## config.mk

```make
export PLATFORM = sky130hd
export DESIGN_NAME = periodic_metadata_scheduler_core
export DESIGN_NICKNAME = d
export VERILOG_FILES = /design/src/design/pms_pkg.sv /design/src/design/periodic_metadata_scheduler_core.sv
export SDC_FILE = /design/constraint.sdc
export NUM_CORES = 2
export LEC_CHECK = 0
export ABC_AREA = 1
export BUFFER_PORTS_ARGS = -buffer_cell sky130_fd_sc_hd__buf_2
export CORE_MARGIN = 3
export CORE_UTILIZATION = 47
export DETAILED_ROUTE_END_ITERATION = 10
export PLACE_DENSITY = 0.62
export REMOVE_ABC_BUFFERS = 1
export SKIP_LAST_GASP = 1
export SLEW_MARGIN = 10
export SYNTH_ARGS = -nofsm -noshare
export SYNTH_HDL_FRONTEND = slang
export SYNTH_SLANG_ARGS = --single-unit
```

## constraint.sdc

```tcl
create_clock -name aclk -period 9.9 [get_ports aclk]
set_input_delay 0 -clock aclk [delete_from_list [all_inputs] [get_ports aclk]]
set_output_delay 0 -clock aclk [all_outputs]
set_load 0.01 [all_outputs]
```

## src/design/pms_pkg.sv

```systemverilog
// ----------------------------------------------------------------------------
// pms_pkg
// Types and constants shared by the periodic metadata scheduler.
// ----------------------------------------------------------------------------
package pms_pkg;

    localparam int NUM_CYCLERS = 5;
    localparam int IDX_W       = 3;
    localparam int CUR_W       = 64;
    localparam int VAL_W       = 32;

    // op codes
    localparam logic [1:0] OP_ADVANCE  = 2'd0;
    localparam logic [1:0] OP_ARM      = 2'd1;
    localparam logic [1:0] OP_DEFAULTS = 2'd2;

    // cycler slots
    localparam logic [IDX_W-1:0] IDX_PRIMARY   = 3'd0;
    localparam logic [IDX_W-1:0] IDX_SECONDARY = 3'd1;
    localparam logic [IDX_W-1:0] IDX_OP50      = 3'd2;
    localparam logic [IDX_W-1:0] IDX_VERSION   = 3'd3;
    localparam logic [IDX_W-1:0] IDX_6E        = 3'd4;
    localparam logic [IDX_W-1:0] IDX_LIMIT     = 3'd5;

    // configuration register indexes
    localparam logic [1:0] CFG_PERIOD      = 2'd0;
    localparam logic [1:0] CFG_DEF_VERSION = 2'd1;
    localparam logic [1:0] CFG_DEF_6E      = 2'd2;

    localparam logic [VAL_W-1:0] RST_DEF_VERSION = 32'd17171203;
    localparam logic [VAL_W-1:0] RST_DEF_6E      = 32'd2635097394;

    localparam logic [CUR_W-1:0] CUR_MAX       = 64'h7FFF_FFFF_FFFF_FFFF;
    localparam logic [CUR_W-1:0] CUR_VERSION_0 = 64'hFFFF_FFFF_FFFF_FFFF; // -1
    localparam logic [CUR_W-1:0] CUR_6E_0      = 64'hFFFF_FFFF_FFFF_FFFE; // -2

    typedef struct packed {
        logic [1:0]       op;
        logic [CUR_W-1:0] sample_end;
        logic [IDX_W-1:0] cycler_index;
        logic [VAL_W-1:0] arm_value;
    } in_word_t;

    typedef struct packed {
        logic sel_primary_mix;
        logic sel_secondary_downmix;
        logic sel_opcode_50;
        logic sel_encoder_version;
        logic sel_opcode_6e;
    } out_word_t;

endpackage

```

## src/design/periodic_metadata_scheduler_core.sv

```systemverilog
// ----------------------------------------------------------------------------
// periodic_metadata_scheduler_core
// Five metadata cyclers that decide which metadata blocks go out per frame.
// ----------------------------------------------------------------------------
// Usage:
//   s_valid/s_ready/s_data carry one command word: advance a frame, arm one
//   cycler with a value, or load the preset values. Every accepted word
//   gives exactly one result word on m_valid/m_ready/m_data holding the
//   per-cycler fire flags (all zero for anything but an advance).
//   m_valid is set in the cycle after acceptance; throughput is one
//   word per cycle while m_ready is high. All cycler updates are done
//   in the accept cycle by the compare and saturating-add logic ahead
//   of the state registers. The result register is the only output stage:
//   s_ready is high while it is empty or being drained, so a stalled
//   receiver stalls the input after one word.
//   Configuration (period, presets) is written through cfg_wen/cfg_index/
//   cfg_wdata, no wait, by the user only while no word is in flight (unchecked).
//   Reset (aresetn low, synchronous) clears all cyclers, sets period to
//   zero and the presets to their default values.
// ----------------------------------------------------------------------------
module periodic_metadata_scheduler_core
    import pms_pkg::*;
(
    input  logic       aclk,
    input  logic       aresetn,

    input  logic       s_valid,
    output logic       s_ready,
    input  in_word_t   s_data,

    output logic       m_valid,
    input  logic       m_ready,
    output out_word_t  m_data,

    input  logic       cfg_wen,
    input  logic [1:0] cfg_index,
    input  logic [VAL_W-1:0] cfg_wdata
);

    logic [VAL_W-1:0] period_reg;
    logic [VAL_W-1:0] def_version_reg;
    logic [VAL_W-1:0] def_6e_reg;

    logic [NUM_CYCLERS-1:0] enable_reg, enable_next;
    logic [VAL_W-1:0]       value_reg  [NUM_CYCLERS];
    logic [VAL_W-1:0]       value_next [NUM_CYCLERS];
    logic [CUR_W-1:0]       cursor_reg  [NUM_CYCLERS];
    logic [CUR_W-1:0]       cursor_next [NUM_CYCLERS];

    logic                   m_valid_reg;
    out_word_t              m_data_reg;
    logic [NUM_CYCLERS-1:0] fire;
    out_word_t              m_data_next;

    logic             s_fire;
    logic [CUR_W-1:0] end_sat;
    logic [CUR_W:0]   resched_sum;
    logic [CUR_W-1:0] resched_cur;

    assign s_ready = !m_valid_reg || m_ready;
    assign s_fire  = s_valid && s_ready;
    assign m_valid = m_valid_reg;
    assign m_data  = m_data_reg;

    // frame end clamped to the positive cursor range
    assign end_sat = s_data.sample_end[CUR_W-1] ? CUR_MAX : s_data.sample_end;

    // next slot: end + period - 1, saturated (period is nonzero when used)
    assign resched_sum = {1'b0, s_data.sample_end}
                       + {{(CUR_W+1-VAL_W){1'b0}}, period_reg - 1'b1};
    assign resched_cur = (resched_sum[CUR_W] || resched_sum[CUR_W-1]) ?
                         CUR_MAX : resched_sum[CUR_W-1:0];

    always_comb begin
        enable_next = enable_reg;
        fire        = '0;
        for (int k = 0; k < NUM_CYCLERS; k++) begin
            value_next[k]  = value_reg[k];
            cursor_next[k] = cursor_reg[k];
        end

        case (s_data.op)
            OP_ADVANCE: begin
                for (int k = 0; k < NUM_CYCLERS; k++) begin
                    fire[k] = (period_reg != '0) && enable_reg[k] &&
                              !cursor_reg[k][CUR_W-1] && (cursor_reg[k] < end_sat);
                    if (fire[k]) begin
                        cursor_next[k] = resched_cur;
                    end else if (cursor_reg[k][CUR_W-1] &&
                                 (k[IDX_W-1:0] != IDX_SECONDARY)) begin
                        cursor_next[k] = cursor_reg[k] + 1'b1;
                    end
                end
            end
            OP_ARM: begin
                for (int k = 0; k < NUM_CYCLERS; k++) begin
                    if ((s_data.cycler_index == k[IDX_W-1:0]) &&
                        (s_data.cycler_index < IDX_LIMIT) &&
                        (!enable_reg[k] || value_reg[k] != s_data.arm_value)) begin
                        enable_next[k] = 1'b1;
                        value_next[k]  = s_data.arm_value;
                        cursor_next[k] = '0;
                    end
                end
            end
            OP_DEFAULTS: begin
                if (!enable_reg[IDX_VERSION] || value_reg[IDX_VERSION] != def_version_reg) begin
                    enable_next[IDX_VERSION] = 1'b1;
                    value_next[IDX_VERSION]  = def_version_reg;
                    cursor_next[IDX_VERSION] = CUR_VERSION_0;
                end
                if (!enable_reg[IDX_6E] || value_reg[IDX_6E] != def_6e_reg) begin
                    enable_next[IDX_6E] = 1'b1;
                    value_next[IDX_6E]  = def_6e_reg;
                    cursor_next[IDX_6E] = CUR_6E_0;
                end
            end
            default: begin
            end
        endcase
    end

    always_comb begin
        m_data_next.sel_primary_mix       = fire[IDX_PRIMARY];
        m_data_next.sel_secondary_downmix = fire[IDX_SECONDARY];
        m_data_next.sel_opcode_50         = fire[IDX_OP50];
        m_data_next.sel_encoder_version   = fire[IDX_VERSION];
        m_data_next.sel_opcode_6e         = fire[IDX_6E];
    end

    always_ff @(posedge aclk) begin
        if (!aresetn) begin
            period_reg      <= '0;
            def_version_reg <= RST_DEF_VERSION;
            def_6e_reg      <= RST_DEF_6E;
        end else if (cfg_wen) begin
            case (cfg_index)
                CFG_PERIOD:      period_reg      <= cfg_wdata;
                CFG_DEF_VERSION: def_version_reg <= cfg_wdata;
                CFG_DEF_6E:      def_6e_reg      <= cfg_wdata;
                default: begin
                end
            endcase
        end
    end

    always_ff @(posedge aclk) begin
        if (!aresetn) begin
            enable_reg <= '0;
            for (int k = 0; k < NUM_CYCLERS; k++) begin
                value_reg[k]  <= '0;
                cursor_reg[k] <= '0;
            end
        end else if (s_fire) begin
            enable_reg <= enable_next;
            for (int k = 0; k < NUM_CYCLERS; k++) begin
                value_reg[k]  <= value_next[k];
                cursor_reg[k] <= cursor_next[k];
            end
        end
    end

    always_ff @(posedge aclk) begin
        if (!aresetn) begin
            m_valid_reg <= 1'b0;
        end else if (s_fire) begin
            m_valid_reg <= 1'b1;
        end else if (m_ready) begin
            m_valid_reg <= 1'b0;
        end
    end

    always_ff @(posedge aclk) begin
        if (s_fire) begin
            m_data_reg <= m_data_next;
        end
    end

    // every accepted word produces a result word
    a_result_follows: assert property (@(posedge aclk) disable iff (!aresetn)
        s_fire |=> m_valid_reg)
        else $error("accepted word left no result");

    // only an advance can fire a cycler
    a_idle_ops_zero: assert property (@(posedge aclk) disable iff (!aresetn)
        s_fire && s_data.op != OP_ADVANCE |=> m_data_reg == '0)
        else $error("non-advance word fired a cycler");

    // zero period blocks every cycler
    a_period_zero: assert property (@(posedge aclk) disable iff (!aresetn)
        s_fire && period_reg == '0 |=> m_data_reg == '0)
        else $error("cycler fired with zero period");

    // a disabled cycler never fires
    a_enabled_only: assert property (@(posedge aclk) disable iff (!aresetn)
        s_fire |-> (fire & ~enable_reg) == '0)
        else $error("disabled cycler fired");

    // the secondary downmix cursor is never given a negative value
    a_secondary_nonneg: assert property (@(posedge aclk) disable iff (!aresetn)
        !cursor_reg[IDX_SECONDARY][CUR_W-1])
        else $error("secondary downmix cursor went negative");

endmodule
```

==> metrics.csv <==
stage;metric;value;unit
sta;worst_slack;4.19;ns
floorplanning;core_area;0.0940;mm2
power_and_ir_drop;sequentialPowerShare;43.1;%
placed_design;io_buffers;146;
sta;setup_viol_count_final;0;
power_and_ir_drop;p_int;4.86;mW
finish;seqCellArea;0.0166;mm2
finish;largest_register_ffs;320;
critical_path;worstSetupPathType;reg2reg;
grt;grt_usage;34.1;%
floorplanning;die_x;315;um
finish;nets;6764;
sta;rsz0062_at_grt;no;
sta;fin_worst_skew;0.0207;ns
power_and_ir_drop;p_sw;2.35;mW
logic_synthesis;avgSynthCellArea;7.43;um2
drt;num_vias;43415;
floorplanning;initial_core_util;47.8;%
critical_path;worstPathArrival;6.03;ns
run;cap_violations;0;
drt;ant_nets;0;
critical_path;r2r_end;cursor_reg[0][134];
floorplanning;die_y;315;um
critical_path;r2r_setup_slack;4.19;ns
clocking;h-tree-depth;3;
drt;post_drt_wl_per_cell;22.7;um
min_path;min-delay-start;s_data[16];
power_and_ir_drop;power_frac_comb;21.5;%
logic_synthesis;synth_area_leaders;edfxtp_1, nand2_1, ha_1;
logic_synthesis;yosysUniqueCellTypes;64;
grt;grt_pass1_wl;254000;um
sta;worst_slew_pin_slew;1.24;ns
clocking;cts_buffers;70;
placed_design;dp_hpwl;137000;um
sta;max_freq;0.175;GHz
finish;postLayoutCoreUtil;53.5;%
power_and_ir_drop;power_density;144;mW/mm2
drt;drc;0;
sta;setup_tns;0;ns
logic_synthesis;synth_cells;6048;
sta;period_needed;5.71;ns
logic_synthesis;ys_seq_elements;587;
clocking;cts-root-buf;clkbuf_16;
finish;multi_input_area;0.0249;mm2
critical_path;endpoint_kind;flop;
grt;antenna_found_initial;20;
clocking;clock_latency;0.62;ns
grt;grt_max_degree;96;
grt;overflow;0;
sta;finalHoldViolCount;0;
logic_synthesis;yosys_warnings;0;
logic_synthesis;synth_seq_area_share;37.0;%
clocking;clock_path_buffers;3;
logic_synthesis;synthesis.area;0.0449;mm2
floorplanning;die_area;0.0993;mm2
power_and_ir_drop;clkPwrFrac;35.3;%
sta;max_slew_margin;16.7;%
status;status;completed;
sta;finalMaxSlewViolations;0;
placed_design;place_congestion;1.04;
floorplanning;io_pins;147;
drt;vias_per_cell;5.72;
clocking;clock-sinks;587;
finish;syn_to_final_growth;11.9;%
finish;fillers;9150;
critical_path;critPathMaxFanout;64;
critical_path;r2r_start;period_reg[0];
logic_synthesis;synth-edff-count;485;
logic_synthesis;ys_async_sr_fraction;0;%
sta;fin_crit_sh;57.7;%
clocking;cts_setup_buffers;0;
clocking;cts.clk_slew.worst_paths;0.07;ns
logic_synthesis;synth-main-ff-cell;edfxtp_1;
logic_synthesis;synth_top_area_cell;edfxtp_1;
finish;fin_cells;7587;
sta;whs;0.0372;ns
drt;detail_route.iter0.violations;4849;
critical_path;critPathRequiredTime;10.22;ns
power_and_ir_drop;ir_drop;0.156;mV
finish;drive_gt1_share;8.24;%
logic_synthesis;synth_top_area_share;32.4;%
clocking;cts_tree;yes;
critical_path;reg2regPathDepth;26;
min_path;worstHoldEndpoint;value_reg[0][48];
min_path;min_path_type;in2reg;
drt;drt-pass1-iter-count;7;
floorplanning;fp-row-count;112;
placed_design;pre_cts_ws;4.20;ns
drt;routed_wl;172000;um
power_and_ir_drop;swShare;32.6;%
grt;grt_pass1_vias;41793;
placed_design;dpl.cell_count;7389;
critical_path;startpoint_type;flop;
power_and_ir_drop;cellLeakagePower;22.2;nW
min_path;hold_depth;3;
[routing by layer]
| layer | vias to the layer above | track usage (%) | wire length [um] |
|---|---|---|---|
| met4 | 16 | 21.3 | 12300 |
| met1 | 20205 | 42.0 | 67700 |
| li1 | 21004 | - | - |
| met3 | 445 | 5.30 | 13000 |
| met5 | - | 0 | 111 |
| met2 | 1745 | 56.1 | 79000 |
[cell usage after synthesis, drive strengths merged (102+ instances only)]
cell type	count
dfxtp	102
clkbuf	109
ha	352
nand3	379
nand2	1332
nor2	849
nand4	209
nor3	182
inv	743
a21oi	345
edfxtp	485
xor2	130
o21ai	335
[cell type report]
| class | count | share of cell area [%] |
|---|---|---|
| multi-input combinational | 4550 | 49.6 |
| sequential | 587 | 33.0 |
| inverter | 752 | 5.62 |
| timing repair buffer | 310 | 4.22 |
| clock buffer | 87 | 3.71 |
| tap | 1254 | 3.12 |
| clock inverter | 35 | 0.617 |
| antenna | 12 | 0.0597 |
[placed cells by master, fill, tap and decap left out, drive strengths merged, types with 23 or more instances in the layout]
master,netlist,final
nand3,379,379
o21ai,335,335
dfxtp,102,102
o211ai,48,48
clkbuf,109,87
dlygate4sd3,0,64
xor2,130,130
edfxtp,485,485
a21oi,345,345
nor4,56,56
o22ai,60,60
buf,50,246
nor2,849,849
nand4,209,209
xnor2,67,67
a211oi,23,23
nand2,1332,1332
inv,743,745
or2,59,59
ha,352,352
nor3,182,182
clkinv,9,36
[power groups by stage]
stage | Sequential [mW] | Combinational [mW] | Clock, mW
detailed placement | 3.15 | 1.51 | 0
finish | 3.11 | 1.55 | 2.55
global placement | 3.15 | 1.49 | 0
floorplan | 3.10 | 0.960 | 0
CTS | 3.10 | 1.54 | 2.59
global route | 3.13 | 1.73 | 2.68
[stage by stage]
stage / instance area, um2 / total power [mW]
2_1_floorplan: 44200 / 4.06
3_3_place_gp: 47400 / 4.64
3_5_place_dp: 47400 / 4.66
4_1_cts: 50200 / 7.23
5_1_grt: 50300 / 7.54
6_report: 50300 / 7.22
[repair_timing]
action,in CTS,in global routing
resized for setup,0,0
hold buffers,64,0
endpoints found under the hold margin,135,0
[worst max-delay path: stages (launching register included)]
cell and delay (ns):
dfxtp_1 0.33, inv_1 0.13, ha_1 0.21, nand2_1 0.10
nor2_1 0.26, nand4_1 0.19, nor2_1 0.28, nand2_1 0.14
nor2_1 0.21, and3_1 0.23, nand3_1 0.10, xor2_1 0.15
ha_1 0.35, a21oi_1 0.23, inv_1 0.06, nor2_1 0.14
nand2_1 0.09, a21oi_1 0.15, nand2_2 0.10, nand2_1 0.09
nand2_1 0.05, nand2_1 0.06, nand2_2 0.10, nor2_8 0.83
nand2_1 0.36, nand2_1 0.30, o22ai_1 0.12
[worst max path at each step]
stage	from	endpoint	slack, ns
floorplan	cursor_reg[0][191]	cursor_reg[0][128]	3.28
global placement	period_reg[0]	cursor_reg[0][169]	4.32
detailed placement	period_reg[0]	cursor_reg[0][134]	4.20
CTS	period_reg[0]	cursor_reg[0][134]	4.19
global route	period_reg[0]	cursor_reg[0][134]	3.63
finish	period_reg[0]	cursor_reg[0][134]	4.19
[cell families (layout without fill, tap and decap cells)]
| group | after synthesis | count (layout) | share of synthesized area [%] |
|---|---|---|---|
| AO/OA/AOI/OAI | 898 | 898 | 11.2 |
| XOR/XNOR | 197 | 197 | 3.84 |
| adder cells (fa/ha/maj) | 353 | 353 | 9.85 |
| buffers and inverters | 911 | 1184 | 7.77 |
| flip-flops | 587 | 587 | 37.0 |
| other | 1 | 13 | 0.00835 |
| AND/OR/NAND/NOR | 3101 | 3101 | 30.4 |
Power figures use the tool's default switching activity.
